File: config.mk
export PLATFORM = sky130hd
export DESIGN_NAME = lebg_fifo
export DESIGN_NICKNAME = d
export VERILOG_FILES = /design/src/rtl/lebg_pkg.sv /design/src/rtl/lebg_fifo.sv
export SDC_FILE = /design/constraint.sdc
export NUM_CORES = 1
export LEC_CHECK = 0
export BUFFER_PORTS_ARGS = -buffer_cell sky130_fd_sc_hd__buf_2
export CORE_ASPECT_RATIO = 1.75
export CORE_MARGIN = 3
export CORE_UTILIZATION = 52
export CTS_CLUSTER_DIAMETER = 60
export DETAILED_ROUTE_END_ITERATION = 10
export GPL_TIMING_DRIVEN = 0
export PLACE_DENSITY = 0.79
export SYNTH_ARGS = -nofsm -noshare
export SYNTH_HDL_FRONTEND = slang
export SYNTH_SLANG_ARGS = --single-unit
File: constraint.sdc
create_clock -name clk_i -period 3.2 [get_ports clk_i]
set_input_delay 0 -clock clk_i [delete_from_list [all_inputs] [get_ports clk_i]]
set_output_delay 0 -clock clk_i [all_outputs]
set_load 0.01 [all_outputs]
File: src/rtl/lebg_pkg.sv
`timescale 1ns / 1ps
// ---------------------------------------------------------------------------
// LED effect generator package
// Widths, codes, constants and shared types of the brightness generator.
// ---------------------------------------------------------------------------
package lebg_pkg;

  localparam int TIME_BITS  = 32;
  localparam int PHASE_W    = 26;
  localparam int LEVEL_W    = 8;
  localparam int PROD_W     = PHASE_W + LEVEL_W;
  localparam int DIV_W      = (TIME_BITS > PROD_W) ? TIME_BITS : PROD_W;
  localparam int CFG_IDX_W  = 3;
  localparam int CFG_DATA_W = 16;
  localparam int FIFO_DEPTH = 2;
  localparam int FIFO_AW    = $clog2(FIFO_DEPTH);

  localparam int MIN_STEP_US = 1000;
  localparam int US_PER_MS   = 1000;
  localparam int FULL_LEVEL  = 255;

  typedef logic [TIME_BITS-1:0]  time_t;
  typedef logic [PHASE_W-1:0]    phase_t;
  typedef logic [LEVEL_W-1:0]    level_t;
  typedef logic [DIV_W-1:0]      div_t;
  typedef logic [CFG_IDX_W-1:0]  cfg_idx_t;
  typedef logic [CFG_DATA_W-1:0] cfg_data_t;

  // Register indexes.
  localparam cfg_idx_t REG_MODE      = 3'd0;
  localparam cfg_idx_t REG_PERIOD    = 3'd1;
  localparam cfg_idx_t REG_MIN_LEVEL = 3'd2;
  localparam cfg_idx_t REG_MAX_LEVEL = 3'd3;

  // Effect modes; codes six and seven leave the level alone.
  localparam logic [2:0] MODE_OFF      = 3'd0;
  localparam logic [2:0] MODE_ON       = 3'd1;
  localparam logic [2:0] MODE_BLINK    = 3'd2;
  localparam logic [2:0] MODE_BREATHE  = 3'd3;
  localparam logic [2:0] MODE_FADE_IN  = 3'd4;
  localparam logic [2:0] MODE_FADE_OUT = 3'd5;

  localparam logic [15:0] PERIOD_RESET = 16'd1000;

  typedef struct packed {
    logic [2:0]  mode;
    logic [15:0] cycle_ms;
    level_t      min_level;
    level_t      max_level;
  } cfg_t;

  typedef enum logic [0:0] {
    ITEM_HOLD = 1'b0,
    ITEM_STEP = 1'b1
  } item_kind_e;

  typedef struct packed {
    item_kind_e kind;
    time_t      dt;
  } item_t;

  typedef struct packed {
    logic  push;
    item_t item;
  } fifo_wr_t;

  typedef struct packed {
    logic  valid;
    item_t item;
  } fifo_rd_t;

endpackage

File: src/rtl/lebg_fifo.sv
`timescale 1ns / 1ps
// ---------------------------------------------------------------------------
// Classified request queue
// Short register queue between the front and back parts of the generator.
// ---------------------------------------------------------------------------
module lebg_fifo import lebg_pkg::*; (
  input  logic     clk_i,
  input  logic     rst_ni,
  input  fifo_wr_t wr_i,
  input  logic     pop_i,
  output fifo_rd_t rd_o,
  output logic     full_o
);

  localparam int CNT_W = $clog2(FIFO_DEPTH + 1);

  item_t              mem_q [FIFO_DEPTH];
  logic [FIFO_AW-1:0] wr_ptr_q, wr_ptr_d;
  logic [FIFO_AW-1:0] rd_ptr_q, rd_ptr_d;
  logic [CNT_W-1:0]   count_q, count_d;
  logic               do_push;
  logic               do_pop;

  assign full_o   = (count_q == CNT_W'(FIFO_DEPTH));
  assign do_push  = wr_i.push && !full_o;
  assign do_pop   = pop_i && (count_q != '0);
  assign rd_o.valid = (count_q != '0);
  assign rd_o.item  = mem_q[rd_ptr_q];

  always_comb begin
    wr_ptr_d = wr_ptr_q;
    rd_ptr_d = rd_ptr_q;
    count_d  = count_q;
    if (do_push) begin
      wr_ptr_d = (wr_ptr_q == FIFO_AW'(FIFO_DEPTH - 1)) ? '0 : wr_ptr_q + 1'b1;
    end
    if (do_pop) begin
      rd_ptr_d = (rd_ptr_q == FIFO_AW'(FIFO_DEPTH - 1)) ? '0 : rd_ptr_q + 1'b1;
    end
    if (do_push && !do_pop) begin
      count_d = count_q + 1'b1;
    end else if (do_pop && !do_push) begin
      count_d = count_q - 1'b1;
    end
  end

  always_ff @(posedge clk_i or negedge rst_ni) begin
    if (!rst_ni) begin
      wr_ptr_q <= '0;
      rd_ptr_q <= '0;
      count_q  <= '0;
    end else begin
      wr_ptr_q <= wr_ptr_d;
      rd_ptr_q <= rd_ptr_d;
      count_q  <= count_d;
    end
  end

  always_ff @(posedge clk_i) begin
    if (do_push) begin
      mem_q[wr_ptr_q] <= wr_i.item;
    end
  end

endmodule

==> qor.csv <==
metric,value,unit
tightest_slew,0.968,ns
dp_cells,247,
fp.dieW,60.8,microns
hold_viol,0,
cts_root_buffer,clkbuf_8,
cp-end-kind,flip-flop,
hold_path.startpoint,wr_i[33],
fmax,0.530,GHz
vias,1489,
io_pins,72,
fin_crit,1.89,ns
coreArea,5020,sq um
crit_start,count_q[0]$_DFFE_PN0P_,
top_usage_layer,met2,
crit_buf_inv,0,
worstPathArrival,1.83,ns
ctsResizeCount,0,
drc_errors,0,
pwr-share-seq,0.419,
p_leak,1.54,nW
cts.clk_slew.worst_paths,0.07,ns
yosysWarnings,0,
pwr-share-comb,0.357,
avgViaCountPerCell,4.98,
antennaDiodeCount,0,
drive_gt1_frac,0.502,
crit_required,3.14,ns
setup.worst_path.start_class,flip-flop,
synth_cell_types,16,
crit_family,simple AND/OR/NAND/NOR gates,
clock_skew,0.00879,ns
rows,34,
drt-initial-drc-count,36,
grt_use_met1,0.169,
p_int,2.30,mW
crit_path_cell_trace,nand2b_1 -> nand2_1 -> nor2_4,
syn_inst,122,
setup_viol,0,
holdCritPathClass,in2reg,
dpl.hpwl,3020,microns
grt_start_max_net_pins,34,
met2_usage,0.318,
initial_core_util,0.545,
rrSetupSlack,1.31,ns
cts_hold_buffers,36,
syn_area,2730,sq um
max-vdd-ir-drop,0.663,mV
max_stage_delay,0.76,ns
htree_levels,3,
antenna_found_initial,0,
clock_sinks,70,
die_area,6200,sq um
clock_latency,0.33,ns
drtAntennaViolNets,0,
die_h,102,microns
p_sw,0.893,mW
grtUsageTotal,0.174,
status,"complete, no violations",
synth_seq_cells,70,
cts_tree,done,
routed_wl,4910,microns
wl_per_cell,16.4,microns
crit_fanout,33,
nNetsFinal,278,
place.gp.congestion,0.714,
period_share,0.590,
slew_violations,0,
avgSynthCellArea,22.4,sq um
finalSetupTns,0,ns
layout-area-overhead-vs-synth,36.4,%
cp_slowest_cell,nor2_4,
drtPass1Iterations,4,
ys_seq_area_frac,0.762,
maxSlewHeadroom,0.353,
overflow,0,
max-cap-violations,0,
crit_type,reg2reg,
port_buffers,71,
cts.path.max_buffers,2,
synth_fp_nets,160,
powerDensity,856,nW/um^2
p_sw_frac,0.280,
cts_made_buffers,9,
grt_pass1_vias,1631,
layout.cells.non_filler,299,
power.share.clock,0.224,
use_met3,0.0468,
grt_pass1_wl,7440,microns
post_cts_buffers,0,
rsz0062_at_grt,false,
worstReg2RegStart,count_q[0]$_DFFE_PN0P_,
final cells by class:
type	count	area (sq um)
Buffer	4	71.3
Clock buffer	10	128
Clock inverter	6	76.3
Fill cell	314	1290
Inverter	2	7.51
Multi-Input combinational cell	46	582
Sequential cell	70	2080
Tap cell	54	67.6
Timing Repair Buffer	107	716
cell families (layout without fill, tap and decap cells):
family                     Yosys count  after routing  synth area share
buffers and inverters                6            129            0.0288
adders and majority gates            1              1           0.00458
xor gates and xnor gates             5              5            0.0160
muxes                               33             33             0.176
and+or+nand+nor                      7              7            0.0133
DFF                                 70             70             0.762
cell usage in the layout, fill, tap and decap left out, types with 2 or more instances in the layout:
cell	n
buf_2	71
edfxtp_1	66
dlygate4sd3_1	36
mux2_4	29
clkbuf_8	9
mux2_2	4
dfrtp_1	4
buf_12	3
xnor2_1	3
clkinv_1	3
inv_1	2
xor2_1	2
bufinv_16	2
power by group through the flow:
| stage | logic (mW) | clock network (mW) | registers [mW] |
|---|---|---|---|
| floorplan | 0.795 | 0 | 1.33 |
| global placement | 1.07 | 0 | 1.34 |
| detailed placement | 1.11 | 0 | 1.36 |
| CTS | 1.15 | 0.735 | 1.34 |
| global route | 1.22 | 0.768 | 1.36 |
| finish | 1.14 | 0.716 | 1.34 |
state kept, by name, indices dropped and copies added (netlist names):
name,flops
mem_q,66
wr_ptr_q,1
rd_ptr_q,1
count_q,2
per-layer routing:
layer  routed length [microns]  share of wire
met5                         0              0
met4                       114          0.023
met3                       226          0.046
met2                      2780           0.57
met1                      1780           0.36
worst register-to-register path, cell delays in order, from the launching register on:
cell and delay [ns]:
dfrtp_1 0.41, nand2b_1 0.17, nand2_1 0.15, nor2_4 0.76
cell usage after synthesis:
master,number,area (sq um)
edfxtp_1,66,1980
mux2_4,29,435
dfrtp_1,4,100
mux2_2,4,45.0
buf_12,3,60.1
xnor2_1,3,26.3
inv_1,2,7.51
nor2_1,2,7.51
xor2_1,2,17.5
and3_1,1,6.26
buf_6,1,11.3
ha_1,1,12.5
nand2_1,1,3.75
nand2_2,1,6.26
nand2b_1,1,6.26
or2_1,1,6.26
final timing paths:
check	endpoint	depth (start not counted)
hold / removal	wr_ptr_q$_DFFE_PN0N_	3
setup / recovery	mem_q[0][23]$_DFFE_PP_	3
min in group asynchronous	count_q[0]$_DFFE_PN0P_	3
setup reg to reg	mem_q[0][23]$_DFFE_PP_	3
hold reg to reg	count_q[1]$_DFFE_PN0P_	1
max in group asynchronous	rd_ptr_q$_DFFE_PN0P_	3
per-stage QoR:
| stage | total power [mW] | setup WS [ns] | utilization | instance area, sq um | hold slack, ns |
|---|---|---|---|---|---|
| 6_report | 3.19 | 1.31 | 0.743 | 3730 | 0.0757 |
| 5_1_grt | 3.35 | 1.17 | 0.743 | 3730 | 0.0505 |
| 4_1_cts | 3.22 | 1.29 | 0.743 | 3730 | 0.0505 |
| 3_5_place_dp | 2.47 | 1.31 | 0.631 | 3170 | -0.189 |
| 3_3_place_gp | 2.41 | 0.136 | 0.629 | 3160 | -0.196 |
| 2_1_floorplan | 2.12 | 0.758 | - | 2730 | -0.296 |
Note: power is estimated with default switching activity, not from simulation.
