### config.mk
export PLATFORM = sky130hd
export DESIGN_NAME = lebg_back
export DESIGN_NICKNAME = d
export VERILOG_FILES = /design/src/rtl/lebg_pkg.sv /design/src/rtl/lebg_div.sv /design/src/rtl/lebg_back.sv
export SDC_FILE = /design/constraint.sdc
export NUM_CORES = 1
export LEC_CHECK = 0
export BUFFER_PORTS_ARGS = -buffer_cell sky130_fd_sc_hd__buf_2
export CAP_MARGIN = 0
export CORE_ASPECT_RATIO = 2
export CORE_MARGIN = 1
export CORE_UTILIZATION = 65
export DETAILED_ROUTE_END_ITERATION = 7
export PLACE_DENSITY_LB_ADDON = 0.2
export SYNTH_ARGS = -nofsm -noshare
export SYNTH_HDL_FRONTEND = slang
export SYNTH_SLANG_ARGS = --single-unit
export TNS_END_PERCENT = 5
### constraint.sdc
create_clock -name clk_i -period 19.8 [get_ports clk_i]
set_clock_uncertainty 0.2 [all_clocks]
set_input_delay 0.99 -clock clk_i [delete_from_list [all_inputs] [get_ports clk_i]]
set_output_delay 0.99 -clock clk_i [all_outputs]
set_load 0.01 [all_outputs]
### src/rtl/lebg_pkg.sv
`timescale 1ns / 1ps
// ---------------------------------------------------------------------------
// LED effect generator package
// Widths, codes, constants and shared types of the brightness generator.
// ---------------------------------------------------------------------------
package lebg_pkg;

  localparam int TIME_BITS  = 32;
  localparam int PHASE_W    = 26;
  localparam int LEVEL_W    = 8;
  localparam int PROD_W     = PHASE_W + LEVEL_W;
  localparam int DIV_W      = (TIME_BITS > PROD_W) ? TIME_BITS : PROD_W;
  localparam int CFG_IDX_W  = 3;
  localparam int CFG_DATA_W = 16;
  localparam int FIFO_DEPTH = 2;
  localparam int FIFO_AW    = $clog2(FIFO_DEPTH);

  localparam int MIN_STEP_US = 1000;
  localparam int US_PER_MS   = 1000;
  localparam int FULL_LEVEL  = 255;

  typedef logic [TIME_BITS-1:0]  time_t;
  typedef logic [PHASE_W-1:0]    phase_t;
  typedef logic [LEVEL_W-1:0]    level_t;
  typedef logic [DIV_W-1:0]      div_t;
  typedef logic [CFG_IDX_W-1:0]  cfg_idx_t;
  typedef logic [CFG_DATA_W-1:0] cfg_data_t;

  // Register indexes.
  localparam cfg_idx_t REG_MODE      = 3'd0;
  localparam cfg_idx_t REG_PERIOD    = 3'd1;
  localparam cfg_idx_t REG_MIN_LEVEL = 3'd2;
  localparam cfg_idx_t REG_MAX_LEVEL = 3'd3;

  // Effect modes; codes six and seven leave the level alone.
  localparam logic [2:0] MODE_OFF      = 3'd0;
  localparam logic [2:0] MODE_ON       = 3'd1;
  localparam logic [2:0] MODE_BLINK    = 3'd2;
  localparam logic [2:0] MODE_BREATHE  = 3'd3;
  localparam logic [2:0] MODE_FADE_IN  = 3'd4;
  localparam logic [2:0] MODE_FADE_OUT = 3'd5;

  localparam logic [15:0] PERIOD_RESET = 16'd1000;

  typedef struct packed {
    logic [2:0]  mode;
    logic [15:0] cycle_ms;
    level_t      min_level;
    level_t      max_level;
  } cfg_t;

  typedef enum logic [0:0] {
    ITEM_HOLD = 1'b0,
    ITEM_STEP = 1'b1
  } item_kind_e;

  typedef struct packed {
    item_kind_e kind;
    time_t      dt;
  } item_t;

  typedef struct packed {
    logic  push;
    item_t item;
  } fifo_wr_t;

  typedef struct packed {
    logic  valid;
    item_t item;
  } fifo_rd_t;

endpackage

### src/rtl/lebg_div.sv
`timescale 1ns / 1ps
// ---------------------------------------------------------------------------
// Iterative divider
// Restoring unsigned divider, one quotient bit per cycle, shared by the
// phase wrap and the ramp quotients with a variable divisor.
// ---------------------------------------------------------------------------
module lebg_div import lebg_pkg::*; (
  input  logic   clk_i,
  input  logic   rst_ni,
  input  logic   start_i,
  input  div_t   dividend_i,
  input  phase_t divisor_i,
  output div_t   quotient_o,
  output phase_t remainder_o,
  output logic   done_o
);

  localparam int CNT_W = $clog2(DIV_W);

  div_t             quo_q, quo_d;
  phase_t           rem_q, rem_d;
  phase_t           den_q, den_d;
  logic [CNT_W-1:0] cnt_q, cnt_d;
  logic             busy_q, busy_d;
  logic             done_q, done_d;
  logic [PHASE_W:0] trial;
  logic [PHASE_W:0] diff;
  logic             fits;

  assign trial = {rem_q, quo_q[DIV_W-1]};
  assign diff  = trial - {1'b0, den_q};
  assign fits  = (trial >= {1'b0, den_q});

  always_comb begin
    quo_d  = quo_q;
    rem_d  = rem_q;
    den_d  = den_q;
    cnt_d  = cnt_q;
    busy_d = busy_q;
    done_d = 1'b0;
    if (start_i) begin
      quo_d  = dividend_i;
      rem_d  = '0;
      den_d  = divisor_i;
      cnt_d  = CNT_W'(DIV_W - 1);
      busy_d = 1'b1;
    end else if (busy_q) begin
      rem_d = fits ? diff[PHASE_W-1:0] : trial[PHASE_W-1:0];
      quo_d = {quo_q[DIV_W-2:0], fits};
      if (cnt_q == '0) begin
        busy_d = 1'b0;
        done_d = 1'b1;
      end else begin
        cnt_d = cnt_q - 1'b1;
      end
    end
  end

  always_ff @(posedge clk_i or negedge rst_ni) begin
    if (!rst_ni) begin
      cnt_q  <= '0;
      busy_q <= 1'b0;
      done_q <= 1'b0;
    end else begin
      cnt_q  <= cnt_d;
      busy_q <= busy_d;
      done_q <= done_d;
    end
  end

  always_ff @(posedge clk_i) begin
    quo_q <= quo_d;
    rem_q <= rem_d;
    den_q <= den_d;
  end

  assign quotient_o  = quo_q;
  assign remainder_o = rem_q;
  assign done_o      = done_q;

endmodule

### src/rtl/lebg_back.sv
`timescale 1ns / 1ps
// ---------------------------------------------------------------------------
// Effect back end
// Pops classified requests, advances the phase, evaluates the effect with
// the shared divider and holds the result in an output register.
// ---------------------------------------------------------------------------
module lebg_back import lebg_pkg::*; (
  input  logic     clk_i,
  input  logic     rst_ni,
  input  cfg_t     cfg_i,
  input  cfg_t     cfg_next_i,
  input  logic     cfg_we_i,
  input  fifo_rd_t fifo_rd_i,
  output logic     fifo_pop_o,
  output logic     out_valid_o,
  input  logic     out_ready_i,
  output level_t   brightness_o,
  output logic     changed_o
);

  localparam logic [2:0] S_IDLE  = 3'd0;
  localparam logic [2:0] S_MOD   = 3'd1;
  localparam logic [2:0] S_PHASE = 3'd2;
  localparam logic [2:0] S_EVAL  = 3'd3;
  localparam logic [2:0] S_MULD  = 3'd4;
  localparam logic [2:0] S_DIV   = 3'd5;
  localparam logic [2:0] S_DONE  = 3'd6;
  localparam logic [2:0] S_SCALE = 3'd7;

  logic [2:0]  state_q, state_d;
  phase_t      phase_q, phase_d;
  phase_t      rem_q, rem_d;
  level_t      level_q, level_d;
  level_t      nb_q, nb_d;
  level_t      a_q, a_d;
  phase_t      b_q, b_d;
  phase_t      den_q, den_d;
  level_t      base_q, base_d;
  logic        neg_q, neg_d;
  logic        first_q, first_d;
  logic        out_valid_q, out_valid_d;
  level_t      out_b_q, out_b_d;
  logic        out_chg_q, out_chg_d;

  phase_t      cycle_us;
  phase_t      half;
  logic        dneg;
  level_t      absd;
  logic [PHASE_W:0] sum;
  logic [PROD_W-1:0] prod;
  level_t      q8;
  logic [2*LEVEL_W-1:0] span_prod;
  logic [2*LEVEL_W:0]   span_acc;
  level_t      span_div;

  logic        div_start;
  div_t        div_dividend;
  phase_t      div_divisor;
  div_t        div_quo;
  phase_t      div_rem;
  logic        div_done;

  lebg_div u_div (
    .clk_i       (clk_i),
    .rst_ni      (rst_ni),
    .start_i     (div_start),
    .dividend_i  (div_dividend),
    .divisor_i   (div_divisor),
    .quotient_o  (div_quo),
    .remainder_o (div_rem),
    .done_o      (div_done)
  );

  assign cycle_us  = phase_t'(cfg_i.cycle_ms * US_PER_MS);
  assign half      = cycle_us >> 1;
  assign dneg      = (cfg_i.min_level > cfg_i.max_level);
  assign absd      = dneg ? (cfg_i.min_level - cfg_i.max_level)
                          : (cfg_i.max_level - cfg_i.min_level);
  assign sum       = {1'b0, phase_q} + {1'b0, rem_q};
  assign prod      = PROD_W'(a_q) * PROD_W'(b_q);
  assign q8        = div_quo[LEVEL_W-1:0];

  // A product of two bytes divided by 255 is (x + (x >> 8) + 1) >> 8.
  assign span_prod = prod[2*LEVEL_W-1:0];
  assign span_acc  = {1'b0, span_prod}
                   + {{(LEVEL_W+1){1'b0}}, span_prod[2*LEVEL_W-1:LEVEL_W]}
                   + {{(2*LEVEL_W){1'b0}}, 1'b1};
  assign span_div  = span_acc[2*LEVEL_W-1:LEVEL_W];

  always_comb begin
    state_d      = state_q;
    phase_d      = phase_q;
    rem_d        = rem_q;
    level_d      = level_q;
    nb_d         = nb_q;
    a_d          = a_q;
    b_d          = b_q;
    den_d        = den_q;
    base_d       = base_q;
    neg_d        = neg_q;
    first_d      = first_q;
    out_valid_d  = out_valid_q;
    out_b_d      = out_b_q;
    out_chg_d    = out_chg_q;
    fifo_pop_o   = 1'b0;
    div_start    = 1'b0;
    div_dividend = div_t'(prod);
    div_divisor  = den_q;

    if (out_valid_q && out_ready_i) begin
      out_valid_d = 1'b0;
    end

    case (state_q)
      S_IDLE: begin
        if (fifo_rd_i.valid) begin
          fifo_pop_o = 1'b1;
          if (fifo_rd_i.item.kind == ITEM_STEP) begin
            div_start    = 1'b1;
            div_dividend = div_t'(fifo_rd_i.item.dt);
            div_divisor  = cycle_us;
            state_d      = S_MOD;
          end else begin
            nb_d    = level_q;
            state_d = S_DONE;
          end
        end
      end
      S_MOD: begin
        if (div_done) begin
          rem_d   = div_rem;
          state_d = S_PHASE;
        end
      end
      S_PHASE: begin
        // Both terms are below the period, so one subtraction wraps the sum.
        if (sum >= {1'b0, cycle_us}) begin
          phase_d = phase_t'(sum - {1'b0, cycle_us});
        end else begin
          phase_d = sum[PHASE_W-1:0];
        end
        state_d = S_EVAL;
      end
      S_EVAL: begin
        case (cfg_i.mode)
          MODE_BLINK: begin
            nb_d    = (phase_q < half) ? cfg_i.max_level : cfg_i.min_level;
            state_d = S_DONE;
          end
          MODE_BREATHE: begin
            // First pass scales the half-period position to 0..255.
            a_d     = level_t'(FULL_LEVEL);
            den_d   = half;
            first_d = 1'b1;
            if (phase_q < half) begin
              b_d    = phase_q;
              base_d = cfg_i.min_level;
              neg_d  = 1'b0;
            end else begin
              b_d    = phase_q - half;
              base_d = cfg_i.max_level;
              neg_d  = 1'b1;
            end
            state_d = S_MULD;
          end
          MODE_FADE_IN: begin
            a_d     = absd;
            b_d     = phase_q;
            den_d   = cycle_us;
            first_d = 1'b0;
            base_d  = cfg_i.min_level;
            neg_d   = 1'b0;
            state_d = S_MULD;
          end
          MODE_FADE_OUT: begin
            a_d     = absd;
            b_d     = phase_q;
            den_d   = cycle_us;
            first_d = 1'b0;
            base_d  = cfg_i.max_level;
            neg_d   = 1'b1;
            state_d = S_MULD;
          end
          default: begin
            nb_d    = level_q;
            state_d = S_DONE;
          end
        endcase
      end
      S_MULD: begin
        div_start = 1'b1;
        state_d   = S_DIV;
      end
      S_DIV: begin
        if (div_done) begin
          if (first_q) begin
            a_d     = absd;
            b_d     = phase_t'(q8);
            first_d = 1'b0;
            state_d = S_SCALE;
          end else begin
            // The quotient is the magnitude of the signed term.
            nb_d    = (neg_q ^ dneg) ? (base_q - q8) : (base_q + q8);
            state_d = S_DONE;
          end
        end
      end
      S_SCALE: begin
        // Breathe span: the magnitude times the position, over 255.
        nb_d    = (neg_q ^ dneg) ? (base_q - span_div) : (base_q + span_div);
        state_d = S_DONE;
      end
      S_DONE: begin
        if (!out_valid_q || out_ready_i) begin
          out_valid_d = 1'b1;
          out_b_d     = nb_q;
          out_chg_d   = (nb_q != level_q);
          level_d     = nb_q;
          state_d     = S_IDLE;
        end
      end
      default: begin
        state_d = S_IDLE;
      end
    endcase

    if (cfg_we_i) begin
      phase_d = '0;
      if (cfg_next_i.mode == MODE_OFF) begin
        level_d = '0;
      end else if (cfg_next_i.mode == MODE_ON) begin
        level_d = cfg_next_i.max_level;
      end
    end
  end

  always_ff @(posedge clk_i or negedge rst_ni) begin
    if (!rst_ni) begin
      state_q     <= S_IDLE;
      phase_q     <= '0;
      level_q     <= '0;
      out_valid_q <= 1'b0;
    end else begin
      state_q     <= state_d;
      phase_q     <= phase_d;
      level_q     <= level_d;
      out_valid_q <= out_valid_d;
    end
  end

  always_ff @(posedge clk_i) begin
    rem_q     <= rem_d;
    nb_q      <= nb_d;
    a_q       <= a_d;
    b_q       <= b_d;
    den_q     <= den_d;
    base_q    <= base_d;
    neg_q     <= neg_d;
    first_q   <= first_d;
    out_b_q   <= out_b_d;
    out_chg_q <= out_chg_d;
  end

  assign out_valid_o  = out_valid_q;
  assign brightness_o = out_b_q;
  assign changed_o    = out_chg_q;

endmodule

==> flow_metrics.tcl <==
set metrics [dict create \
    run_status "completed" \
    clock_insertion_delay_worst_skew_ns 0.56 \
    maxUsedRoutingLayer "met4" \
    groute.usage.overall_pct 36.5 \
    grt_remaining_overflow 0 \
    finalSetupTns_ns 0 \
    cts_hold_buffers 0 \
    finalHoldViolations 0 \
    pins_over_slew_limit 0 \
    drv_cap 0 \
    detailedRoute.firstIterationViolations 1250 \
    tritoncts.num_buffers 25 \
    grt_first_pass_wirelength_um 112000 \
    die-area_um2 39800 \
    routed-via-count 20872 \
    cts.reportedPaths.clkPinSlew_ns 0.07 \
    asyncSetResetFlopFracSynth_pct 19.1 \
    placed_cells_incl_taps 3311 \
    cp_max_fo 26 \
    report.final.setup_viol 0 \
    critPathRequiredTime_ns 19.89 \
    numClockSinks 241 \
    cts_tree "done" \
    route.detailed.drc 0 \
    antenna_violations_before_repair 4 \
    crit_arrival_ns 10.13 \
    ys_ff_latch 241 \
    final.min_clock_period_ns 10.04 \
    layout.cells.most_common_list "sky130_fd_sc_hd__nand2_1, sky130_fd_sc_hd__inv_1, sky130_fd_sc_hd__ha_1" \
    postSynth.topFlopCell "sky130_fd_sc_hd__edfxtp_1" \
    routedLengthMet1_um 22600 \
    layout_area_overhead_pct 6.94 \
    max-clock-path-buffers 3 \
    routed-wl-met2_um 37500 \
    achievable-frequency_ghz 0.0996 \
    grt_pass1_vias 22093 \
    maximum_number_of_pins_on_one_net_before_global_route_repair 63 \
    drtPass1Iterations 6 \
    chipHeight_um 281 \
    detail_route.wl_per_cell_um 20.9 \
    layout_commonest_cell "sky130_fd_sc_hd__nand2_1" \
    cts-root-buf "sky130_fd_sc_hd__clkbuf_16" \
    synth_cell_type_count 84 \
    timing.hold.worst.class "reg -> reg" \
    floorplan_row_count 101 \
    slowest_stage "sky130_fd_sc_hd__edfxtp_1" \
    routabilityCongestion 0.987 \
    total_standard_cell_area_after_synthesis_um2 25300 \
    yosysSeqAreaShare_pct 26.7 \
    num_io_pins 119 \
    postRouteWirelength_um 70100 \
    yosysWarningCount 0 \
    postSynthNetCount 3316 \
    avgSynthCellArea_um2 9.14 \
    finish.cell_count_without_fillers 3361 \
    floorplan.die.width_um 142 \
    rsz0062_at_grt "false" \
    period_share_pct 50.7 \
    io_buffer_count 94 \
    syn-instance-count 2769 \
    timing.critical_path.to_type "flip-flop" \
    synth_enable_flop_cells 169 \
    worst_slew_pin_slew_ns 1.21 \
    ant_nets 0 \
    met3RoutedLength_um 3260 \
    cts-htree-levels 1 \
    cpPeakStageDelay_ns 0.99 \
    startpoint_type "flip-flop" \
    criticalPathCategory "reg -> reg" \
    final_layout_size_suffix_gt1_share_pct 7.39 \
    postCtsSetupRepairBufs 0 \
    timing.slew.headroom_pct 18.3 \
    worst_path_most_repeated_cell "sky130_fd_sc_hd__a21o_1" \
    viasPerCell 6.21 \
    final_net_count 3371 \
    start_util_pct 66.3 \
    hpwl_um 55700 \
    postCtsResizedCells 0 \
    core_um2 38200 \
]
==> final cells by class <==
type,count,area (um2)
Clock buffer,29,661
Timing Repair Buffer,121,671
Fill cell,2978,11100
Sequential cell,241,6750
Antenna cell,4,10.0
Tap cell,515,644
Inverter,279,1050
Multi-Input combinational cell,2156,17200
Clock inverter,16,104
==> cells in the mapped netlist, types with 29 or more instances <==
cell type	count	area share, %
sky130_fd_sc_hd__xnor2_1	96	3.3
sky130_fd_sc_hd__o21ai_0	195	3.9
sky130_fd_sc_hd__dfrtp_1	46	4.5
sky130_fd_sc_hd__a21o_1	68	2.0
sky130_fd_sc_hd__mux2i_1	42	1.7
sky130_fd_sc_hd__clkbuf_1	75	1.1
sky130_fd_sc_hd__fa_1	205	16
sky130_fd_sc_hd__edfxtp_1	169	20
sky130_fd_sc_hd__nand3_1	40	0.79
sky130_fd_sc_hd__a21oi_1	173	3.4
sky130_fd_sc_hd__inv_1	279	4.1
sky130_fd_sc_hd__nand2_1	351	5.2
sky130_fd_sc_hd__ha_1	234	12
sky130_fd_sc_hd__nor2b_1	34	0.84
sky130_fd_sc_hd__nand2b_1	29	0.72
sky130_fd_sc_hd__xor2_1	57	2.0
sky130_fd_sc_hd__nor3_1	33	0.65
sky130_fd_sc_hd__and2_1	122	3.0
sky130_fd_sc_hd__nor2_1	153	2.3
==> logic make-up after synthesis <==
family / synth area share (%)
adder cells (fa/ha/maj): 27.8
buffers and inverters: 5.61
multiplexers: 2.02
AND/OR/NAND/NOR: 16.1
AO/OA/AOI/OAI: 16.2
flip-flops: 26.7
XOR/XNOR: 5.61
==> worst max-delay path, delay by kind of cell, from the launching register on <==
family / cells / cell delay [ns]
flip-flops: 1 / 0.99
XOR/XNOR: 3 / 0.69
AO/OA/AOI/OAI: 15 / 3.08
AND/OR/NAND/NOR: 9 / 1.15
buffers and inverters: 4 / 0.22
multiplexers: 1 / 0.13
adder cells (fa/ha/maj): 8 / 3.32
==> final timing paths <==
check                                      start    endpoint  slack [ns]  cells past startpoint
max                                       a_q[2]     nb_q[7]        9.76                     40
min                        u_div.remainder_o[25]   rem_q[25]        0.27                      0
max in group asynchronous                 rst_ni  phase_q[0]       18.62                      2
max reg2reg                               a_q[2]     nb_q[7]        9.76                     40
min in group asynchronous                 rst_ni  phase_q[7]        0.33                      2
min reg2reg                u_div.remainder_o[25]   rem_q[25]        0.27                      0
==> metal layers <==
metal | vias up | global-route usage (%)
met1 | 10152 | 35.1
met3 | 316 | 3.78
met2 | 769 | 69.1
met4 | 0 | 29.9
li1 | 9635 | -
met5 | - | 0
==> registers in the layout (all words and copies together) (netlist names), 2 cells and up, named ones only <==
| register | cells |
|---|---|
| b_q | 26 |
| base_q | 8 |
| state_q | 2 |
| level_q | 8 |
| nb_q | 8 |
| a_q | 8 |
| rem_q | 26 |
| brightness_o | 8 |
| u_div.den_q | 24 |
| u_div.cnt_q | 6 |
| u_div.quotient_o | 34 |
| phase_q | 26 |
| den_q | 24 |
| u_div.remainder_o | 26 |
==> through the flow <==
step	setup WS, ns	hold WS [ns]	cell area (um2)	utilization, %
finish	9.76	0.274	27100	70.9
global route	9.17	0.283	27100	70.9
CTS	9.81	0.273	27000	70.9
detailed placement	9.72	0.257	26300	68.9
global placement	9.92	0.259	26300	68.9
floorplan	11.14	0.232	25300	-
Power is left out: the tool's default activity adds up to more than one toggle a clock period on the data nets, which glitch-free logic cannot reach.
