### src/rtl/lebg_pkg.sv
`timescale 1ns / 1ps
// ---------------------------------------------------------------------------
// LED effect generator package
// Widths, codes, constants and shared types of the brightness generator.
// ---------------------------------------------------------------------------
package lebg_pkg;

  localparam int TIME_BITS  = 32;
  localparam int PHASE_W    = 26;
  localparam int LEVEL_W    = 8;
  localparam int PROD_W     = PHASE_W + LEVEL_W;
  localparam int DIV_W      = (TIME_BITS > PROD_W) ? TIME_BITS : PROD_W;
  localparam int CFG_IDX_W  = 3;
  localparam int CFG_DATA_W = 16;
  localparam int FIFO_DEPTH = 2;
  localparam int FIFO_AW    = $clog2(FIFO_DEPTH);

  localparam int MIN_STEP_US = 1000;
  localparam int US_PER_MS   = 1000;
  localparam int FULL_LEVEL  = 255;

  typedef logic [TIME_BITS-1:0]  time_t;
  typedef logic [PHASE_W-1:0]    phase_t;
  typedef logic [LEVEL_W-1:0]    level_t;
  typedef logic [DIV_W-1:0]      div_t;
  typedef logic [CFG_IDX_W-1:0]  cfg_idx_t;
  typedef logic [CFG_DATA_W-1:0] cfg_data_t;

  // Register indexes.
  localparam cfg_idx_t REG_MODE      = 3'd0;
  localparam cfg_idx_t REG_PERIOD    = 3'd1;
  localparam cfg_idx_t REG_MIN_LEVEL = 3'd2;
  localparam cfg_idx_t REG_MAX_LEVEL = 3'd3;

  // Effect modes; codes six and seven leave the level alone.
  localparam logic [2:0] MODE_OFF      = 3'd0;
  localparam logic [2:0] MODE_ON       = 3'd1;
  localparam logic [2:0] MODE_BLINK    = 3'd2;
  localparam logic [2:0] MODE_BREATHE  = 3'd3;
  localparam logic [2:0] MODE_FADE_IN  = 3'd4;
  localparam logic [2:0] MODE_FADE_OUT = 3'd5;

  localparam logic [15:0] PERIOD_RESET = 16'd1000;

  typedef struct packed {
    logic [2:0]  mode;
    logic [15:0] cycle_ms;
    level_t      min_level;
    level_t      max_level;
  } cfg_t;

  typedef enum logic [0:0] {
    ITEM_HOLD = 1'b0,
    ITEM_STEP = 1'b1
  } item_kind_e;

  typedef struct packed {
    item_kind_e kind;
    time_t      dt;
  } item_t;

  typedef struct packed {
    logic  push;
    item_t item;
  } fifo_wr_t;

  typedef struct packed {
    logic  valid;
    item_t item;
  } fifo_rd_t;

endpackage

### src/rtl/lebg_front.sv
`timescale 1ns / 1ps
// ---------------------------------------------------------------------------
// Time stamp front end
// Accepts time stamps, tracks the last latched time and classifies each
// request as a hold or as a step that advances the effect phase.
// ---------------------------------------------------------------------------
module lebg_front import lebg_pkg::*; (
  input  logic        clk_i,
  input  logic        rst_ni,
  input  logic        in_valid_i,
  input  logic [31:0] in_now_us_i,
  output logic        in_ready_o,
  input  cfg_t        cfg_i,
  input  logic        cfg_we_i,
  input  logic        fifo_full_i,
  output fifo_wr_t    fifo_wr_o
);

  time_t last_q, last_d;
  logic  latched_q, latched_d;
  time_t now;
  time_t dt;
  logic  accept;

  assign in_ready_o = !fifo_full_i;
  assign accept     = in_valid_i && in_ready_o;
  assign now        = time_t'(in_now_us_i);
  assign dt         = now - last_q;

  always_comb begin
    last_d              = last_q;
    latched_d           = latched_q;
    fifo_wr_o.push      = accept;
    fifo_wr_o.item.kind = ITEM_HOLD;
    fifo_wr_o.item.dt   = dt;
    if (accept) begin
      if (!latched_q || (now < last_q)) begin
        // Nothing to measure against: only take the time.
        latched_d = 1'b1;
        last_d    = now;
      end else if (dt >= time_t'(MIN_STEP_US)) begin
        last_d = now;
        if (cfg_i.cycle_ms != '0) begin
          fifo_wr_o.item.kind = ITEM_STEP;
        end
      end
    end
    if (cfg_we_i) begin
      latched_d = 1'b0;
    end
  end

  always_ff @(posedge clk_i or negedge rst_ni) begin
    if (!rst_ni) begin
      last_q    <= '0;
      latched_q <= 1'b0;
    end else begin
      last_q    <= last_d;
      latched_q <= latched_d;
    end
  end

endmodule

### config.mk
export PLATFORM = sky130hd
export DESIGN_NAME = lebg_front
export DESIGN_NICKNAME = d
export VERILOG_FILES = /design/src/rtl/lebg_pkg.sv /design/src/rtl/lebg_front.sv
export SDC_FILE = /design/constraint.sdc
export NUM_CORES = 1
export LEC_CHECK = 0
export ABC_AREA = 1
export BUFFER_PORTS_ARGS = -buffer_cell sky130_fd_sc_hd__buf_4
export CORE_MARGIN = 1.5
export CORE_UTILIZATION = 61
export CTS_BUF_LIST = sky130_fd_sc_hd__clkbuf_8
export DETAILED_ROUTE_END_ITERATION = 7
export PLACE_DENSITY = 0.95
export SLEW_MARGIN = 20
export SYNTH_ARGS = -nofsm -noshare
export SYNTH_HDL_FRONTEND = slang
export SYNTH_SLANG_ARGS = --single-unit
### constraint.sdc
create_clock -name clk_i -period 5.8 [get_ports clk_i]
set_input_delay 0.58 -clock clk_i [delete_from_list [all_inputs] [get_ports clk_i]]
set_output_delay 0.58 -clock clk_i [all_outputs]
set_load 0.05 [all_outputs]
==> Implementation_results.wiki, run 1 <==
{| class="wikitable"
! Metric !! Value
|-
| Slew Limit Fails || 0
|-
| Maximum cell stage delay along the critical path || approximately 0.46 ns
|-
| Most numerous cell on the critical path || sky130_fd_sc_hd__nand2_1
|-
| All-layer global routing usage || 34.0%
|-
| Post-CTS Hold Buffers || 0
|-
| Initial antenna violation count || 0
|-
| Inserted Clock Buffers || 5
|-
| Setup Crit Path Kind || input port to primary output
|-
| Final antenna-violating net count || 0
|-
| Die W || 87.1 um
|-
| Worst voltage drop across the vdd grid || 0.190 mV
|-
| Net Count, Synth || between 900 and 1k
|-
| Worst reg2reg path endpoint || last_q[11]
|-
| Reg-to-Reg Start || last_q[0]
|-
| PD cells || ~290 nW/um2
|-
| Half-perimeter wire length of the detailed placement result || ~10,000 um
|-
| Element type at the critical path start || input port
|-
| Cell at the slowest stage of the critical path || sky130_fd_sc_hd__fa_1
|-
| Max transition margin || 60.6%
|-
| Outcome || finished clean
|-
| Total wire length || about 13,000 um
|-
| Area growth from synthesis to layout || 19.1%
|-
| Clock sink count || 33
|-
| Longest Clk Path Bufs || 2
|-
| Area used by sequential logic in the layout || about 830 um2
|-
| Maximum fanout count along the critical path || 4
|-
| Vias/cell || about 5.1
|-
| Final number of hold-violating endpoints || 0
|-
| Netlist cell types || 30
|-
| Count of synthesis-stage warnings from yosys || 0
|-
| Clock Pin Slew Worst Setup and Hold Paths || around 0.090 ns
|-
| Sequential fraction of the synthesis area || 19.1%
|-
| Area of the die || 7590 um2
|-
| Cells along the critical path || buf_4, inv_1, ha_1, inv_1, fa_1, nand3_1, nand2_1, nand3_1, nand3_2, nand2_1, nand2_1, nand2_1, nand2_1, nor2_1, nand2_1, nor2_2, nand3_1, nand4_1, inv_1, buf_4
|-
| Time the final worst path needs with I/O delays and setup || between 3 and 4 ns
|-
| WL/cell || 12.8 um
|-
| Final global-route overflow total || 0
|-
| Maximum achievable frequency || 266 MHz
|-
| Routability congestion estimate || roughly 1
|-
| Setup WS post-layout || a little over 2 ns
|-
| Cell area after synthesis || approximately 4300 um2
|-
| Top-level I/O count || around 110
|-
| Setup Viol. Count Final || 0
|-
| Delay-heaviest family, CP || simple AND/OR/NAND/NOR gates
|-
| Avg Cell Area, Syn || approximately 5.4 um2
|-
| Die height || about 87 um
|-
| Number of detailed-routing iterations run before antenna repair || 6
|-
| Post-Place Setup Slack || between 1.5 and 2 ns
|-
| Vias in the first global route || 4,644
|-
| Largest clock skew in the final design || roughly 0.012 ns
|-
| Vias after detailed routing || a little under 5k
|-
| Period utilization || between 60% and 70%
|-
| Required time of the critical path || between 5 and 6 ns
|-
| Share of layout cells above drive strength 1 || approximately 14%
|-
| Type of the tightest min-delay check || input port to asynchronous set/reset pin
|-
| Number of buffers added for setup after CTS || 0
|-
| Wire length of the first global-routing pass || a little over 20,000 um
|-
| RSZ-0062 raised after global routing || false
|-
| DR iter-0 viols || 330
|-
| H-tree level count || 2
|-
| Number of nets in the layout || just under 1k
|-
| Yosys reg bits || 33
|-
| Initial core utilization || between 60% and 70%
|-
| Category of the worst setup path capture point || primary output
|-
| Post-Synthesis Cells || 797
|-
| Leakage power summed over all cells || around 3.3 nW
|-
| Clk Latency, worst-skew pair || 0.30 ns
|-
| Largest net degree at the start of global routing || 36
|-
| Slew @ Worst Pin || around 0.59 ns
|-
| Area of combinational cells with multiple inputs || around 2700 um2
|-
| CTS tree || done
|-
| Floorplan row count || 30
|-
| Buffering stage count on the worst path with inverters included || 5
|-
| Fill count || ~610
|-
| Max-cap check violation count || 0
|-
| Count of buffers from port buffering || 87
|-
| Arr. time, crit path || about 3.2 ns
|-
| Root Driver || sky130_fd_sc_hd__clkbuf_8
|-
| Total DRC errors in the routed layout || 0
|-
| Post-route setup TNS || 0 ns
|-
| Ant diodes || 0
|-
| Logic depth of the worst register-to-register path || 18
|-
| Area of the placeable core || just under 7000 um2
|-
| Reg-to-reg setup timing slack || roughly 2.1 ns
|-
| Hold WS || roughly 0.21 ns
|-
| Core occupancy in the finished layout || around three quarters
|-
| Number of cells upsized or downsized after cts || 0
|}
## flip-flops by register name (all words and copies together) (netlist names)
| name | flops |
|---|---|
| last_q | 32 |
| latched_q | 1 |
## cell usage in the layout, fill, tap and decap left out, types with 5 or more instances in the layout
cell type and instances:
sky130_fd_sc_hd__dfrtp_1 33, sky130_fd_sc_hd__nand3b_1 6, sky130_fd_sc_hd__nor2_1 44, sky130_fd_sc_hd__clkbuf_8 6
sky130_fd_sc_hd__buf_4 88, sky130_fd_sc_hd__ha_1 32, sky130_fd_sc_hd__nand4_1 9, sky130_fd_sc_hd__inv_2 11
sky130_fd_sc_hd__inv_1 169, sky130_fd_sc_hd__nor2_2 9, sky130_fd_sc_hd__nand3_1 70, sky130_fd_sc_hd__nand2_1 352
sky130_fd_sc_hd__a21oi_1 19, sky130_fd_sc_hd__and2_1 5
## through the flow
stage | cell area (um2) | cells | power, mW
2_1_floorplan | 4310 | 797 | 0.965
4_1_cts | 5140 | 978 | 1.47
3_5_place_dp | 5020 | 970 | 1.23
6_report | 5140 | 978 | 1.48
5_1_grt | 5140 | 978 | 1.58
3_3_place_gp | 5020 | 970 | 1.21
## layout make-up
class                      count  share of cell area [%]
inverter                     183                    13.4
clock buffer                   6                    1.61
timing repair buffer          88                    12.9
multi-input combinational    570                    53.0
sequential                    33                    16.1
tap                           96                    2.34
clock inverter                 2                   0.731
## synthesized netlist by cell type (all sizes together)
| library cell | instances | area [um2] |
|---|---|---|
| a31oi | 1 | 6.26 |
| ha | 32 | 400 |
| or2 | 2 | 15.0 |
| nor4 | 4 | 25.0 |
| o21bai | 1 | 7.51 |
| clkbuf | 3 | 11.3 |
| nand4 | 10 | 77.6 |
| fa | 1 | 20.0 |
| and2 | 5 | 31.3 |
| clkinv | 3 | 11.3 |
| xor2 | 2 | 17.5 |
| o211ai | 1 | 7.51 |
| dfrtp | 33 | 826 |
| nand2 | 357 | 1360 |
| buf | 8 | 67.6 |
| nor3 | 3 | 15.0 |
| inv | 180 | 676 |
| nor2 | 53 | 221 |
| a21oi | 19 | 95.1 |
| nand3b | 6 | 45.0 |
| nand3 | 73 | 380 |
## worst reg2reg max path, stage by stage, from the launching register on
cell and delay, ns:
sky130_fd_sc_hd__dfrtp_1 0.35, sky130_fd_sc_hd__ha_1 0.14, sky130_fd_sc_hd__inv_1 0.11, sky130_fd_sc_hd__fa_1 0.46, sky130_fd_sc_hd__nand3_1 0.13, sky130_fd_sc_hd__nand2_1 0.12, sky130_fd_sc_hd__nand3_1 0.13, sky130_fd_sc_hd__nand3_2 0.15
sky130_fd_sc_hd__nand2_1 0.12, sky130_fd_sc_hd__nand2_1 0.05, sky130_fd_sc_hd__nand2_1 0.05, sky130_fd_sc_hd__nand2_1 0.09, sky130_fd_sc_hd__nor2_1 0.11, sky130_fd_sc_hd__nand2_1 0.07, sky130_fd_sc_hd__nor2_2 0.25, sky130_fd_sc_hd__nand4_4 0.51
sky130_fd_sc_hd__nand2_4 0.54, sky130_fd_sc_hd__nand2_1 0.12, sky130_fd_sc_hd__nand2_1 0.08
## worst max path at each step
| stage | startpoint | endpoint | cells past startpoint |
|---|---|---|---|
| 6_report | in_now_us_i[0] | fifo_wr_o[32] | 20 |
| 5_1_grt | in_now_us_i[0] | last_q[25] | 20 |
| 3_3_place_gp | in_now_us_i[0] | last_q[26] | 20 |
| 4_1_cts | in_now_us_i[0] | fifo_wr_o[32] | 20 |
| 3_5_place_dp | in_now_us_i[0] | last_q[11] | 20 |
| 2_1_floorplan | in_now_us_i[0] | fifo_wr_o[32] | 13 |
## layer usage
layer / GRT usage [%] / up-vias / part of all wire [%]
met3: 4.27 / 16 / 6.4
li1: - / 2551 / -
met5: 0 / - / 0
met4: 6.06 / 0 / 1.1
met2: 57.6 / 185 / 46
met1: 46.9 / 2221 / 46
## power breakdown
group / total [mW] / switching, mW / internal [mW] / leakage (nW)
logic: 0.967 / 0.674 / 0.293 / 2.87
registers: 0.274 / 0.0154 / 0.258 / 0.409
clock network: 0.243 / 0.103 / 0.140 / 0.0574
## cell families (layout without fill, tap and decap cells)
group | after synthesis | count (layout) | share of synthesized area [%]
AOI/OAI and AO/OA | 22 | 22 | 2.70
adders and majority gates | 33 | 33 | 9.74
xor gates and xnor gates | 2 | 2 | 0.406
and+or+nand+nor | 513 | 513 | 50.3
DFF | 33 | 33 | 19.1
buffers and inverters | 194 | 279 | 17.7
(Power assumes the default switching activity.)
==> run 2: changes to the inputs <==
ABC_AREA = 0   (was 1)
CORE_UTILIZATION = 55   (was 61)
clock period = 3.55 ns   (was 5.8 ns; I/O delays follow)
==> run 2 against run 1 <==
  * The run now fails in global routing (5_1_grt)
  * Synthesized cell count decreased by 44%
  * Synthesized area decreased by 14%
==> Implementation_results.wiki, run 2 <==
{| class="wikitable"
! Metric !! Value
|-
| Outcome || did not finish
|-
| Stage at which the run stopped || global routing (5_1_grt)
|-
| First error in the log || [ERROR GRT-0232] Routing congestion too high. Check the congestion heatmap in the GUI.
|-
| Post-synth top flop || sky130_fd_sc_hd__dfrtp_1
|-
| Share of synthesized registers carrying an async set or reset || 100% (unchanged)
|-
| Clock sink count || 33 (unchanged)
|-
| Most common library cells after synthesis || sky130_fd_sc_hd__inv_1 (46), sky130_fd_sc_hd__nand2_1 (40), sky130_fd_sc_hd__a21oi_1 (38), sky130_fd_sc_hd__nor2_1 (34), sky130_fd_sc_hd__dfrtp_1 (33)
|-
| Avg Cell Area, Syn || 8.33 um2 (+54%)
|-
| Top-level I/O count || 107 (unchanged)
|-
| Root Driver || sky130_fd_sc_hd__clkbuf_8
|-
| Final global-route overflow total || approximately 140
|-
| Pin category terminating the worst setup path after the last repair || output port
|-
| Netlist cell types || 56 (+87%)
|-
| Post-Synthesis Cells || 446 (-44%)
|-
| Routability congestion estimate || 1.06 (+6.3%)
|-
| Post-CTS Hold Buffers || 0 (unchanged)
|-
| Longest Clk Path Bufs || 2 (unchanged)
|-
| Post-synth EDFFs || 0 (unchanged)
|-
| Top cell type by total area after synthesis || sky130_fd_sc_hd__dfrtp_1
|-
| Cell Count Post-Placement || 715 (-26%)
|-
| Area fraction of the dominant cell type after synthesis || 22.2% (-8.4 points)
|-
| Count of synthesis-stage warnings from yosys || 0 (unchanged)
|-
| H-tree level count || 2 (unchanged)
|-
| All-layer global routing usage || a little under 80%
|-
| Most frequent cell after synthesis || sky130_fd_sc_hd__inv_1
|-
| Net Count, Synth || 551 (-39%)
|-
| Cell area after synthesis || 3710 um2 (-14%)
|-
| Worst-slack endpoint at the end of global-route timing repair || fifo_wr_o[32]
|-
| Die height || 85.2 um (-2.2%)
|-
| Ranking of synthesized cells by area || sky130_fd_sc_hd__dfrtp_1 (22%), sky130_fd_sc_hd__mux2_4 (12%), sky130_fd_sc_hd__ha_1 (11%)
|-
| Initial core utilization || 57.8% (-5.3 points)
|-
| Die W || 85.2 um (-2.2%)
|-
| Sequential fraction of the synthesis area || 22.2% (+3.1 points)
|-
| Largest net degree at the start of global routing || 34
|-
| Post-Place Setup Slack || -0.824 ns (-2.65 ns)
|-
| Yosys reg bits || 33 (unchanged)
|-
| Half-perimeter wire length of the detailed placement result || 10,800 um (+3.6%)
|-
| Floorplan row count || 29 (-3.3%)
|-
| Count of buffers from port buffering || 87 (unchanged)
|-
| Inserted Clock Buffers || 5 (unchanged)
|}
-- run 2: changes by cell type after synthesis, moves of 7 or more --
cell and delta:
sky130_fd_sc_hd__clkbuf_1 +7, sky130_fd_sc_hd__xnor2_1 +15, sky130_fd_sc_hd__o21ai_0 +31, sky130_fd_sc_hd__nand2_1 -312, sky130_fd_sc_hd__a21oi_1 +19, sky130_fd_sc_hd__mux2_4 +30, sky130_fd_sc_hd__inv_1 -123, sky130_fd_sc_hd__nor2_1 -10
sky130_fd_sc_hd__nor2_2 -9, sky130_fd_sc_hd__a21o_1 +7, sky130_fd_sc_hd__inv_2 -11, sky130_fd_sc_hd__nand3_1 -65
-- run 2: cell families after synthesis --
logic type | after synthesis | share of synthesized area (%)
and+or+nand+nor | 135 | 17.8
AOI/OAI and AO/OA | 125 | 22.6
buffers and inverters | 63 | 7.35
muxes | 34 | 13.3
adders and majority gates | 33 | 11.3
DFF | 33 | 22.2
xor gates and xnor gates | 23 | 5.42
-- run 2: repair_timing --
action                                  CTS
endpoints found under the setup margin   37
endpoints found under the hold margin     0
resized for setup                        37
pin swaps                                 9
gates cloned                              2
buffers inserted                          7
-- run 2: per-stage QoR --
step,setup TNS (ns),area (um2)
floorplan,-14.08,3840
global placement,-19.87,5410
detailed placement,-25.73,5410
CTS,-18.77,5780
-- run 2: routing by layer --
layer / global-route usage, % / GRT overflow
met1: 76.9 / 1
met2: 99.6 / 87
met3: 48.9 / 0
met4: 89.9 / 48
met5: 2.80 / 0
==> run 3: changes to the inputs <==
CORE_UTILIZATION = 40   (was 55)
CTS_BUF_LIST = unset   (was sky130_fd_sc_hd__clkbuf_8)
PLACE_DENSITY = unset   (was 0.95)
PLACE_DENSITY_LB_ADDON = 0.15   (was unset)
==> run 3 against run 2 <==
  * The flow now finishes, with violations (setup timing)
  * Synthesized area did not move
  * Synthesized cell count did not move
==> Implementation_results.wiki, run 3 <==
{| class="wikitable"
! Metric !! Value
|-
| Outcome || finished with violations
|-
| Failing checks || setup timing
|-
| Overall power || ~3.3 mW
|-
| Number of flip-flops under the largest register name || 32
|-
| Time the final worst path needs with I/O delays and setup || roughly 4.3 ns
|-
| Leakage power summed over all cells || just under 3 nW
|-
| Worst voltage drop across the vdd grid || ~0.53 mV
|-
| Initial core utilization || 42.0% (-16 points)
|-
| Most frequent cell after synthesis || sky130_fd_sc_hd__inv_1
|-
| Area growth from synthesis to layout || 59.9%
|-
| Vias in the first global route || around 4.3k
|-
| Final global-route overflow total || 0
|-
| Post-CTS Hold Buffers || 0 (unchanged)
|-
| Area of the placeable core || slightly below 9000 um2
|-
| Clock sink count || 33 (unchanged)
|-
| Wire length of the first global-routing pass || roughly 20,000 um
|-
| DR iter-0 viols || ~170
|-
| Area of the die || 9870 um2
|-
| Total wire length || 12,200 um
|-
| Biggest registers after layout || last_q: 32 flops, latched_q: 1 flops
|-
| Netlist cell types || 56 (unchanged)
|-
| Core occupancy in the finished layout || approximately 67%
|-
| Max transition margin || 63.1%
|-
| Root Driver || sky130_fd_sc_hd__clkbuf_8
|-
| Post-Place Setup Slack || -0.788 ns (+0.0363 ns)
|-
| H-tree level count || 2 (unchanged)
|-
| Area used by sequential logic in the layout || roughly 830 um2
|-
| Post-Synthesis Cells || 446 (unchanged)
|-
| All-layer global routing usage || about a quarter
|-
| Setup WS post-layout || -0.713 ns
|-
| Yosys reg bits || 33 (unchanged)
|-
| Top register by number of flip-flops || last_q
|-
| Count of synthesis-stage warnings from yosys || 0 (unchanged)
|-
| Commonest non-fill, non-tap cell in the layout || sky130_fd_sc_hd__buf_4
|-
| Count of buffers from port buffering || 87 (unchanged)
|-
| Delay-heaviest family, CP || compound AO/OA/AOI/OAI gates
|-
| Area fraction of the dominant cell type after synthesis || 22.2% (unchanged)
|-
| Area of combinational cells with multiple inputs || between 2000 and 3000 um2
|-
| Vias after detailed routing || 4,128
|-
| Ranking of synthesized cells by area || sky130_fd_sc_hd__dfrtp_1 (22%), sky130_fd_sc_hd__mux2_4 (12%), sky130_fd_sc_hd__ha_1 (11%)
|-
| Cell at the slowest stage of the critical path || sky130_fd_sc_hd__or4_4
|-
| PD cells || ~550 nW/um2
|-
| Commonest cells after routing, fill and taps aside || sky130_fd_sc_hd__buf_4 (220), sky130_fd_sc_hd__inv_1 (44), sky130_fd_sc_hd__nand2_1 (39), sky130_fd_sc_hd__dfrtp_1 (33)
|-
| WL/cell || approximately 16 um
|-
| Cells along the critical path || ha_4, inv_2, fa_2, a21o_1, a221o_1, a21o_1, o2111a_2, a211o_1, or4_4, nor4_4, nand4_1, buf_4, o41ai_4, buf_6, buf_12, buf_16, mux2_4
|-
| Element type at the critical path start || flop
|-
| Initial antenna violation count || 0
|-
| Maximum fanout count along the critical path || 8
|-
| Type of the tightest min-delay check || input port to asynchronous set/reset pin
|-
| Die height || 99.4 um (+17%)
|-
| Longest Clk Path Bufs || 2 (unchanged)
|-
| Largest net degree at the start of global routing || 34
|-
| Top cell type by total area after synthesis || sky130_fd_sc_hd__dfrtp_1
|-
| Setup Viol. Count Final || 33
|-
| Inserted Clock Buffers || 5 (unchanged)
|-
| Clock Pin Slew Worst Setup and Hold Paths || around 0.080 ns
|-
| Buffering stage count on the worst path with inverters included || 5
|-
| Max-cap check violation count || 0
|-
| Total DRC errors in the routed layout || 0
|-
| Ant diodes || 0
|-
| Number of nets in the layout || slightly below 800
|-
| Half-perimeter wire length of the detailed placement result || 9430 um (-12%)
|-
| Share of layout cells above drive strength 1 || between 40 and 50%
|-
| Largest clock skew in the final design || roughly 0.0063 ns
|-
| Net Count, Synth || 551 (unchanged)
|-
| Floorplan row count || 34 (+17%)
|-
| Clk Latency, worst-skew pair || 0.30 ns
|-
| Fill count || just over 700
|-
| Most numerous cell on the critical path || sky130_fd_sc_hd__a21o_1
|-
| Reg-to-reg setup timing slack || -0.71 ns
|-
| Maximum cell stage delay along the critical path || roughly 0.44 ns
|-
| Number of detailed-routing iterations run before antenna repair || 5
|-
| Die W || 99.4 um (+17%)
|-
| Most common library cells after synthesis || sky130_fd_sc_hd__inv_1 (46), sky130_fd_sc_hd__nand2_1 (40), sky130_fd_sc_hd__a21oi_1 (38), sky130_fd_sc_hd__nor2_1 (34), sky130_fd_sc_hd__dfrtp_1 (33)
|-
| Sequential fraction of the synthesis area || 22.2% (unchanged)
|-
| Final antenna-violating net count || 0
|-
| RSZ-0062 raised after global routing || true
|-
| CTS tree || done
|-
| Top-level I/O count || 107 (unchanged)
|-
| Share of synthesized registers carrying an async set or reset || 100% (unchanged)
|-
| Avg Cell Area, Syn || 8.33 um2 (unchanged)
|-
| Post-synth top flop || sky130_fd_sc_hd__dfrtp_1
|-
| Routability congestion estimate || 0.974 (-8.2%)
|-
| Period utilization || 120%
|-
| Vias/cell || ~5.3
|-
| Arr. time, crit path || approximately 4.5 ns
|-
| Final number of hold-violating endpoints || 0
|-
| Maximum achievable frequency || ~230 MHz
|-
| Required time of the critical path || 3.73 ns
|-
| Setup Crit Path Kind || flop to flop
|-
| Slew Limit Fails || 0
|-
| Post-synth EDFFs || 0 (unchanged)
|-
| Category of the worst setup path capture point || flop
|-
| Cell area after synthesis || 3710 um2 (unchanged)
|-
| Slew @ Worst Pin || ~0.55 ns
|}
run 3: cell families (layout without fill, tap and decap cells):
| kind of cell | count (synthesis) | count (layout) | share of synthesized area, % |
|---|---|---|---|
| flip-flops | 33 | 33 | 22.2 |
| buffers and inverters | 63 | 284 | 7.35 |
| adder cells (fa/ha/maj) | 33 | 33 | 11.3 |
| AND/OR/NAND/NOR | 135 | 135 | 17.8 |
| XOR/XNOR | 23 | 23 | 5.42 |
| AO/OA/AOI/OAI | 125 | 125 | 22.6 |
| multiplexers | 34 | 34 | 13.3 |
run 3: worst paths after layout:
path / startpoint / to / cells past startpoint
worst min-delay path: rst_ni / last_q[2] / 1
worst max-delay path: last_q[0] / last_q[25] / 17
max in group asynchronous: rst_ni / last_q[23] / 1
worst max register to register: last_q[0] / last_q[25] / 17
min in group clk_i: cfg_we_i / latched_q / 2
worst min register to register: last_q[8] / last_q[8] / 1
run 3: timing repair:
item                                    CTS  global route
resized for setup                        16            29
cloned                                    2             0
pin swaps                                 9            10
buffers inserted                          7             6
endpoints found under the setup margin   36            40
run 3: power breakdown:
part	switching, mW	internal (mW)	total [mW]
Combinational	1.43	1.07	2.50
Sequential	0.0328	0.430	0.463
Clock	0.167	0.137	0.304
Total	1.63	1.64	3.27
run 3: metal layers:
| metal | routed length (um) | vias to the layer above | track usage (%) |
|---|---|---|---|
| met2 | 6110 | 104 | 45.1 |
| met4 | 189 | 0 | 6.28 |
| met1 | 5440 | 1954 | 31.7 |
| met3 | 463 | 18 | 2.60 |
| li1 | - | 2052 | - |
| met5 | 0 | - | 0 |
run 3: final cells by class:
type | instances | area share, %
clock inverters | 2 | 0.169
well taps | 108 | 2.28
clock buffers | 6 | 1.22
inverters | 46 | 3.12
flip-flops and latches | 33 | 13.9
repair buffers | 230 | 30.6
multi-input cells | 350 | 48.7
run 3: per-stage QoR:
step / cells / hold slack (ns) / TNS [ns] / cell area, um2
floorplan: 446 / 0.0594 / -14.08 / 3840
global placement: 754 / 0.334 / -21.28 / 5530
detailed placement: 754 / 0.345 / -24.67 / 5530
CTS: 770 / 0.0278 / -21.29 / 5790
global route: 775 / 0.0371 / -24.04 / 5940
finish: 775 / 0.00640 / -21.50 / 5940
